===== src/hdl/hsvc_pkg.sv =====
package hsvc_pkg;

    // Pipeline depth, one register stage per entry.
    localparam int NSTG = 6;

    localparam int PCT_W  = 7;
    localparam int CHAN_W = 8;
    localparam int HUE_W  = 16;

    localparam logic [PCT_W-1:0] PCT_MAX = 7'd100;

    // Hue reduction: floor(hue / 360) = (hue * HUE_RECIP) >> HUE_SHIFT for any 16-bit hue.
    localparam int HUE_RECIP = 11651;
    localparam int HUE_SHIFT = 22;
    localparam int FULL_TURN = 360;

    // Level divisions, all of the form floor(num / den) with num = mult * x.
    // The estimate (x * recip) >> shift is at most one below the quotient.
    localparam int TOP_MULT  = 51;
    localparam int TOP_DEN   = 20;
    localparam int TOP_RECIP = 10444;
    localparam int TOP_SHIFT = 12;

    localparam int BOT_MULT  = 51;
    localparam int BOT_DEN   = 2000;
    localparam int BOT_RECIP = 26738;
    localparam int BOT_SHIFT = 20;

    localparam int MID_MULT  = 17;
    localparam int MID_DEN   = 40000;
    localparam int MID_RECIP = 7130;
    localparam int MID_SHIFT = 24;

    typedef enum logic [2:0] {
        SEC_0   = 3'd0,
        SEC_60  = 3'd1,
        SEC_120 = 3'd2,
        SEC_180 = 3'd3,
        SEC_240 = 3'd4,
        SEC_300 = 3'd5
    } t_sector;

    typedef struct packed {
        logic [NSTG-1:0] load;
        logic [NSTG-1:0] full;
    } t_pipe_ctl;

endpackage


===== src/hdl/hsvc_pipe_ctrl.sv =====
module hsvc_pipe_ctrl import hsvc_pkg::*; (
    input  logic      i_clk,
    input  logic      i_rst_n,
    input  logic      i_in_valid,
    input  logic      i_out_ready,
    output t_pipe_ctl o_ctl
);

    logic [NSTG-1:0] r_vld;
    logic [NSTG-1:0] n_vld;
    logic [NSTG-1:0] w_en;

    // A stage may load when it is empty or when its own content moves on.
    always_comb begin
        w_en[NSTG-1] = !r_vld[NSTG-1] || i_out_ready;
        for (int i = NSTG - 2; i >= 0; i--) begin
            w_en[i] = !r_vld[i] || w_en[i+1];
        end
        n_vld[0] = w_en[0] ? i_in_valid : r_vld[0];
        for (int i = 1; i < NSTG; i++) begin
            n_vld[i] = w_en[i] ? r_vld[i-1] : r_vld[i];
        end
    end

    always_ff @(posedge i_clk) begin
        if (!i_rst_n) begin
            r_vld <= '0;
        end else begin
            r_vld <= n_vld;
        end
    end

    assign o_ctl.load = w_en;
    assign o_ctl.full = r_vld;

endmodule


===== src/hdl/hsv_to_rgb_converter.sv =====
// HSV to RGB color conversion; alpha is clamped to 100 and passed through.
// Throughput: one transaction per cycle while the output is not stalled.
// There are six register stages, each holding one item.
// A stall at the output backs up only as far as the stages that are full.
// Reset (synchronous, active low) clears the stage valid bits; data registers are not reset.
module hsv_to_rgb_converter import hsvc_pkg::*; (
    input  logic        i_clk,
    input  logic        i_rst_n,
    input  logic        s_axis_tvalid,
    output logic        s_axis_tready,
    input  logic [39:0] s_axis_tdata,   // hue_degrees[15:0], saturation_pct, value_pct, alpha_in
    output logic        m_axis_tvalid,
    input  logic        m_axis_tready,
    output logic [31:0] m_axis_tdata    // red, green, blue, alpha_out[6:0], zero pad
);

    t_pipe_ctl w_ctl;

    hsvc_pipe_ctrl u_ctrl (
        .i_clk       (i_clk),
        .i_rst_n     (i_rst_n),
        .i_in_valid  (s_axis_tvalid),
        .i_out_ready (m_axis_tready),
        .o_ctl       (w_ctl)
    );

    assign s_axis_tready = w_ctl.load[0];
    assign m_axis_tvalid = w_ctl.full[NSTG-1];

    // ---------------- Stage 1: clamps and hue quotient ----------------
    logic [HUE_W-1:0] w_hue_in;
    logic [7:0]       w_sat_in, w_val_in, w_alp_in;
    logic [29:0]      w_hue_prod;

    assign w_hue_in   = s_axis_tdata[15:0];
    assign w_sat_in   = s_axis_tdata[23:16];
    assign w_val_in   = s_axis_tdata[31:24];
    assign w_alp_in   = s_axis_tdata[39:32];
    assign w_hue_prod = 30'(w_hue_in) * 30'(HUE_RECIP);

    logic [HUE_W-1:0] r_hue1;
    logic [7:0]       r_q1;
    logic [PCT_W-1:0] r_sat1, r_val1, r_alp1;

    always_ff @(posedge i_clk) begin
        if (w_ctl.load[0]) begin
            r_hue1 <= w_hue_in;
            r_q1   <= w_hue_prod[HUE_SHIFT+7:HUE_SHIFT];
            r_sat1 <= (w_sat_in > 8'(PCT_MAX)) ? PCT_MAX : w_sat_in[PCT_W-1:0];
            r_val1 <= (w_val_in > 8'(PCT_MAX)) ? PCT_MAX : w_val_in[PCT_W-1:0];
            r_alp1 <= (w_alp_in > 8'(PCT_MAX)) ? PCT_MAX : w_alp_in[PCT_W-1:0];
        end
    end

    // ---------------- Stage 2: reduced hue and S*V ----------------
    logic [HUE_W-1:0] w_h_full;
    assign w_h_full = r_hue1 - 16'(r_q1) * 16'(FULL_TURN);

    logic [8:0]       r_h2;
    logic [13:0]      r_sv2;
    logic [PCT_W-1:0] r_val2, r_alp2;

    always_ff @(posedge i_clk) begin
        if (w_ctl.load[1]) begin
            r_h2   <= w_h_full[8:0];
            r_sv2  <= 14'(r_sat1) * 14'(r_val1);
            r_val2 <= r_val1;
            r_alp2 <= r_alp1;
        end
    end

    // ---------------- Stage 3: sector, k and partial numerators ----------------
    t_sector    n_sec3;
    logic [8:0] w_r120_full;
    logic [6:0] w_r120;
    logic [5:0] n_k3;

    always_comb begin
        if (r_h2 < 9'd60) begin
            n_sec3 = SEC_0;
        end else if (r_h2 < 9'd120) begin
            n_sec3 = SEC_60;
        end else if (r_h2 < 9'd180) begin
            n_sec3 = SEC_120;
        end else if (r_h2 < 9'd240) begin
            n_sec3 = SEC_180;
        end else if (r_h2 < 9'd300) begin
            n_sec3 = SEC_240;
        end else begin
            n_sec3 = SEC_300;
        end
        if (r_h2 >= 9'd240) begin
            w_r120_full = r_h2 - 9'd240;
        end else if (r_h2 >= 9'd120) begin
            w_r120_full = r_h2 - 9'd120;
        end else begin
            w_r120_full = r_h2;
        end
        w_r120 = w_r120_full[6:0];
        // k = 60 - |r120 - 60| rises over the first half and falls over the second.
        if (w_r120 < 7'd60) begin
            n_k3 = w_r120[5:0];
        end else begin
            n_k3 = 6'(7'd120 - w_r120);
        end
    end

    t_sector          r_sec3;
    logic [5:0]       r_k3;
    logic [19:0]      r_base3;
    logic [13:0]      r_sv3, r_b3;
    logic [PCT_W-1:0] r_val3, r_alp3;

    always_ff @(posedge i_clk) begin
        if (w_ctl.load[2]) begin
            r_sec3  <= n_sec3;
            r_k3    <= n_k3;
            r_base3 <= 20'(r_val2) * 20'd6000 - 20'(r_sv2) * 20'd60;
            r_sv3   <= r_sv2;
            r_b3    <= 14'(r_val2) * 14'd100 - r_sv2;
            r_val3  <= r_val2;
            r_alp3  <= r_alp2;
        end
    end

    // ---------------- Stage 4: middle numerator ----------------
    t_sector          r_sec4;
    logic [19:0]      r_t4;
    logic [13:0]      r_b4;
    logic [PCT_W-1:0] r_val4, r_alp4;

    always_ff @(posedge i_clk) begin
        if (w_ctl.load[3]) begin
            r_sec4 <= r_sec3;
            r_t4   <= r_base3 + 20'(r_sv3) * 20'(r_k3);
            r_b4   <= r_b3;
            r_val4 <= r_val3;
            r_alp4 <= r_alp3;
        end
    end

    // ---------------- Stage 5: reciprocal quotient estimates ----------------
    logic [32:0] w_mid_prod;
    logic [28:0] w_bot_prod;
    logic [20:0] w_top_prod;

    assign w_mid_prod = 33'(r_t4) * 33'(MID_RECIP);
    assign w_bot_prod = 29'(r_b4) * 29'(BOT_RECIP);
    assign w_top_prod = 21'(r_val4) * 21'(TOP_RECIP);

    t_sector           r_sec5;
    logic [CHAN_W-1:0] r_em5, r_eb5, r_et5;
    logic [19:0]       r_t5;
    logic [13:0]       r_b5;
    logic [PCT_W-1:0]  r_val5, r_alp5;

    always_ff @(posedge i_clk) begin
        if (w_ctl.load[4]) begin
            r_sec5 <= r_sec4;
            r_em5  <= w_mid_prod[MID_SHIFT+7:MID_SHIFT];
            r_eb5  <= w_bot_prod[BOT_SHIFT+7:BOT_SHIFT];
            r_et5  <= w_top_prod[TOP_SHIFT+7:TOP_SHIFT];
            r_t5   <= r_t4;
            r_b5   <= r_b4;
            r_val5 <= r_val4;
            r_alp5 <= r_alp4;
        end
    end

    // ---------------- Stage 6: quotient correction and channel assignment ----------------
    logic [24:0]       w_mid_rem;
    logic [19:0]       w_bot_rem;
    logic [12:0]       w_top_rem;
    logic [CHAN_W-1:0] w_mid, w_bot, w_top;
    logic [CHAN_W-1:0] n_red6, n_grn6, n_blu6;

    // Each estimate is never above the true quotient, so the remainder is never negative.
    assign w_mid_rem = 25'(r_t5) * 25'(MID_MULT) - 25'(r_em5) * 25'(MID_DEN);
    assign w_bot_rem = 20'(r_b5) * 20'(BOT_MULT) - 20'(r_eb5) * 20'(BOT_DEN);
    assign w_top_rem = 13'(r_val5) * 13'(TOP_MULT) - 13'(r_et5) * 13'(TOP_DEN);

    assign w_mid = r_em5 + 8'(w_mid_rem >= 25'(MID_DEN));
    assign w_bot = r_eb5 + 8'(w_bot_rem >= 20'(BOT_DEN));
    assign w_top = r_et5 + 8'(w_top_rem >= 13'(TOP_DEN));

    always_comb begin
        case (r_sec5)
            SEC_0: begin
                n_red6 = w_top; n_grn6 = w_mid; n_blu6 = w_bot;
            end
            SEC_60: begin
                n_red6 = w_mid; n_grn6 = w_top; n_blu6 = w_bot;
            end
            SEC_120: begin
                n_red6 = w_bot; n_grn6 = w_top; n_blu6 = w_mid;
            end
            SEC_180: begin
                n_red6 = w_bot; n_grn6 = w_mid; n_blu6 = w_top;
            end
            SEC_240: begin
                n_red6 = w_mid; n_grn6 = w_bot; n_blu6 = w_top;
            end
            SEC_300: begin
                n_red6 = w_top; n_grn6 = w_bot; n_blu6 = w_mid;
            end
            default: begin
                n_red6 = w_top; n_grn6 = w_mid; n_blu6 = w_bot;
            end
        endcase
    end

    logic [CHAN_W-1:0] r_red6, r_grn6, r_blu6;
    logic [PCT_W-1:0]  r_alp6;

    always_ff @(posedge i_clk) begin
        if (w_ctl.load[5]) begin
            r_red6 <= n_red6;
            r_grn6 <= n_grn6;
            r_blu6 <= n_blu6;
            r_alp6 <= r_alp5;
        end
    end

    assign m_axis_tdata = {1'b0, r_alp6, r_blu6, r_grn6, r_red6};

    // ---------------- Assertions ----------------
    a_hue_reduced: assert property (@(posedge i_clk) disable iff (!i_rst_n)
        w_ctl.full[1] |-> (r_h2 < 9'd360))
        else $error("reduced hue out of range");

    a_k_range: assert property (@(posedge i_clk) disable iff (!i_rst_n)
        w_ctl.full[2] |-> (r_k3 <= 6'd60))
        else $error("sector ramp k above 60");

    a_alpha_clamped: assert property (@(posedge i_clk) disable iff (!i_rst_n)
        m_axis_tvalid |-> (r_alp6 <= PCT_MAX))
        else $error("alpha out of range at output");

    a_full_stall: assert property (@(posedge i_clk) disable iff (!i_rst_n)
        ((&w_ctl.full) && !m_axis_tready) |-> !s_axis_tready)
        else $error("input accepted while every stage is full and stalled");

endmodule

===== config.mk =====
export PLATFORM = sky130hd
export DESIGN_NAME = hsv_to_rgb_converter
export DESIGN_NICKNAME = d
export VERILOG_FILES = /design/src/hdl/hsvc_pkg.sv /design/src/hdl/hsvc_pipe_ctrl.sv /design/src/hdl/hsv_to_rgb_converter.sv
export SDC_FILE = /design/constraint.sdc
export NUM_CORES = 2
export LEC_CHECK = 0
export BUFFER_PORTS_ARGS = -buffer_cell sky130_fd_sc_hd__buf_2
export CAP_MARGIN = 10
export CORE_ASPECT_RATIO = 0.8
export CORE_MARGIN = 2
export CORE_UTILIZATION = 51
export DETAILED_ROUTE_END_ITERATION = 10
export HOLD_SLACK_MARGIN = 0.06
export PLACE_DENSITY = 0.65
export SETUP_SLACK_MARGIN = 0.15
export SYNTH_ARGS = -nofsm -noshare
export SYNTH_HDL_FRONTEND = slang
export SYNTH_SLANG_ARGS = --single-unit

===== constraint.sdc =====
create_clock -name i_clk -period 8.9 [get_ports i_clk]
set_clock_uncertainty 0.05 [all_clocks]
set_input_delay 0.445 -clock i_clk [delete_from_list [all_inputs] [get_ports i_clk]]
set_output_delay 0.445 -clock i_clk [all_outputs]
set_load 0.02 [all_outputs]

==> key figures <==
Placement
  • Dpl hpwl: 61700 µm
  • Port Buf Inserts: 76
  • Post-Place Setup Slack: around 0.17 ns
  • RD Place Congestion: 0.851

Timing
  • Crit path time final: roughly 8.4 ns
  • Hold Fails Final Rpt: 0
  • Relative slew slack: between 30% and 40%
  • Slew Viols, Final: 0
  • Measured slew at the worst slew-check pin: between 1 and 1.5 ns
  • Fmax: 119 MHz
  • Setup_tns: 0 ns
  • Setup-failing EPs final: 0
  • Tcrit/Tclk final: 94.1%
  • Setup ws final: 0.522 ns
  • RSZ-0062 raised after global routing: no

Die
  • Die X: 315 µm
  • Starting Density: 51.3%
  • Die ar.: 0.0794 mm²
  • IO Pins: 78
  • Die height: around 250 µm
  • Core Box Area: 0.0767 mm²
  • Rows: 91

Run status
  • Run status: finished, final reports clean

Setup path
  • Worst path max stage delay: 0.55 ns
  • Worst path bufs/invs: 6
  • Peak fanout along the critical path: 5
  • Worst setup EP type: flop
  • Slowest cell on the critical path: fa_2
  • WP data arrival: 8.74 ns
  • Crit Path Category: flop to flop
  • Startpoint Class: flop
  • WP data required: 9.26 ns
  • Cell family with the largest share of critical-path delay: adder cells

Detailed routing
  • DRC: 0
  • Antenna-violating nets left: 0
  • Via-to-Cell Ratio: 5.17
  • Detailed Route Iter0 Violations: 1133
  • Routed wire length: 73300 µm
  • Wire length per cell: 15.0 µm
  • DR vias: 25.3k
  • First-pass DRT Iterations: 6

CTS
  • CTS tree: yes
  • H-tree levels: 2
  • Clk slew on worst S/H paths: about 0.060 ns
  • Clock latency on the worst-skew pair: between 0.5 and 0.6 ns
  • Root Driver: clkbuf_16
  • Clock buffer depth: 3
  • Cts bufs inserted: 36
  • CTS Sinks: 303

Yosys
  • Ranking of synthesized cells by area: ha_1 (24%), fa_1 (23%), edfxtp_1 (23%), inv_1 (8.0%), xnor2_1 (3.7%)
  • Avg Inst Size Synth: 10.5 µm²
  • Cells after Synth: 3743
  • Yosys warns: 0
  • Top cell type's share of synthesized area: 24.2%
  • Synthesized flop and latch total: between 300 and 400
  • Count leader, synth: inv_1
  • Async set-reset flop share out of synthesis: 0%
  • Syn Std Cell Area: 0.0394 mm²
  • Synth cell types: 81
  • Most common flop cell mapped by yosys: edfxtp_1
  • Number of synthesized flops with an enable pin: 297
  • Synth area leader: ha_1
  • Synth cell count leaders: inv_1 (837), ha_1 (763), fa_1 (457)
  • Post-synthesis sequential area ratio: 23.0%
  • Syn Nets: roughly 5k

Final layout
  • Final nets: 5103
  • Fraction of layout cells with a size suffix above 1: 6.16%
  • Area Growth Syn to Fin: 7.89%
  • Inserted Diodes: 0

GRT
  • First-pass GRT wire length: between 100000 and 150000 µm
  • Initial antenna violation count: 0
  • All-Layer GR Usage: between 10% and 20%
  • Pin count of the biggest net entering global routing: 84
  • Number of global-route vias before repair: 25.3k
  • Grt total ovfl: 0

Flow run
  • Max-cap violations: 0

Hold path
  • Worst min-delay path class: input pin to flop
## state kept, by name (all words and copies together), names as in the netlist, 8 cells and up
signal,flops
r_b3,13
r_b4,14
r_b5,14
r_base3,17
r_blu6,8
r_eb5,8
r_em5,8
r_et5,8
r_grn6,8
r_h2,9
r_hue1,9
r_red6,8
r_sv2,14
r_sv3,14
r_t4,20
r_t5,20
## worst paths after layout
check	startpoint	to	slack [ns]	depth (start not counted)
worst max-delay path	r_eb5[2]	r_red6[4]	0.52	35
worst min-delay path	s_axis_tdata[18]	r_sat1[2]	0.1	2
worst max register to register	r_eb5[2]	r_red6[4]	0.52	35
worst min register to register	r_b3[13]	r_b4[13]	0.37	0
## repair_timing
item | 4_1_cts | 5_1_grt
gates resized for setup | 0 | 37
setup endpoints to repair | 0 | 24
hold buffers | 1 | 0
endpoints found under the hold margin | 1 | 0
buffers inserted | 0 | 3
## layout by cell type, fill, tap and decap left out, types with 11 or more instances in the layout
cell type / instances
inv_1: 833
ha_1: 756
fa_1: 456
edfxtp_1: 297
nand2_1: 187
xnor2_1: 162
nor2_1: 144
a21oi_1: 137
o21ai_0: 89
buf_2: 76
xor2_1: 58
and2_1: 51
a21o_1: 48
nor3_1: 41
nand3_1: 39
clkbuf_16: 37
o21a_1: 29
nand2b_1: 26
a31oi_1: 24
nor2b_1: 23
o21bai_1: 23
or2_2: 16
nand4_1: 16
o211ai_1: 15
a211oi_1: 15
buf_4: 15
o31ai_1: 14
o22ai_1: 13
and3_1: 12
a21oi_2: 11
## cells by family (layout without fill, tap and decap cells)
kind of cell | after synthesis | after routing | share of synthesized area, %
compound gates | 517 | 517 | 8.68
xor+xnor | 227 | 227 | 5.05
fa+ha+maj | 1220 | 1220 | 47.5
buf+inv | 872 | 995 | 8.34
flops | 303 | 303 | 23.0
mux | 13 | 13 | 0.365
other cells | 1 | 1 | 0.00952
simple gates | 590 | 590 | 7.11
## stage by stage
stage | cell area (µm²) | utilization [%] | hold WS, ns | cells
after floorplan | 39400 | - | 0.350 | 3743
after global placement | 41000 | 53.4 | 0.351 | 4820
after detailed placement | 41000 | 53.4 | 0.355 | 4820
after CTS | 42300 | 55.1 | 0.0615 | 4886
after global routing | 42500 | 55.4 | 0.0731 | 4889
final | 42500 | 55.4 | 0.0963 | 4889
## layer usage
layer	track usage (%)	share of wire (%)	vias up
met4	3.65	1.5	0
met3	2.35	3.9	66
met1	29.2	51	12155
met5	0	0	-
li1	-	-	12641
met2	30.0	43	391
## layout make-up
class                      count  area [µm²]
timing repair buffer          93         514
tap                         1023        1280
clock buffer                  38         930
fill                        6774       34300
clock inverter                27         334
multi-input combinational   2568       27200
sequential                   303        9040
inverter                     837        3140
Power is left out: the tool's default activity adds up to more than one toggle a clock period on the data nets, which glitch-free logic cannot reach.
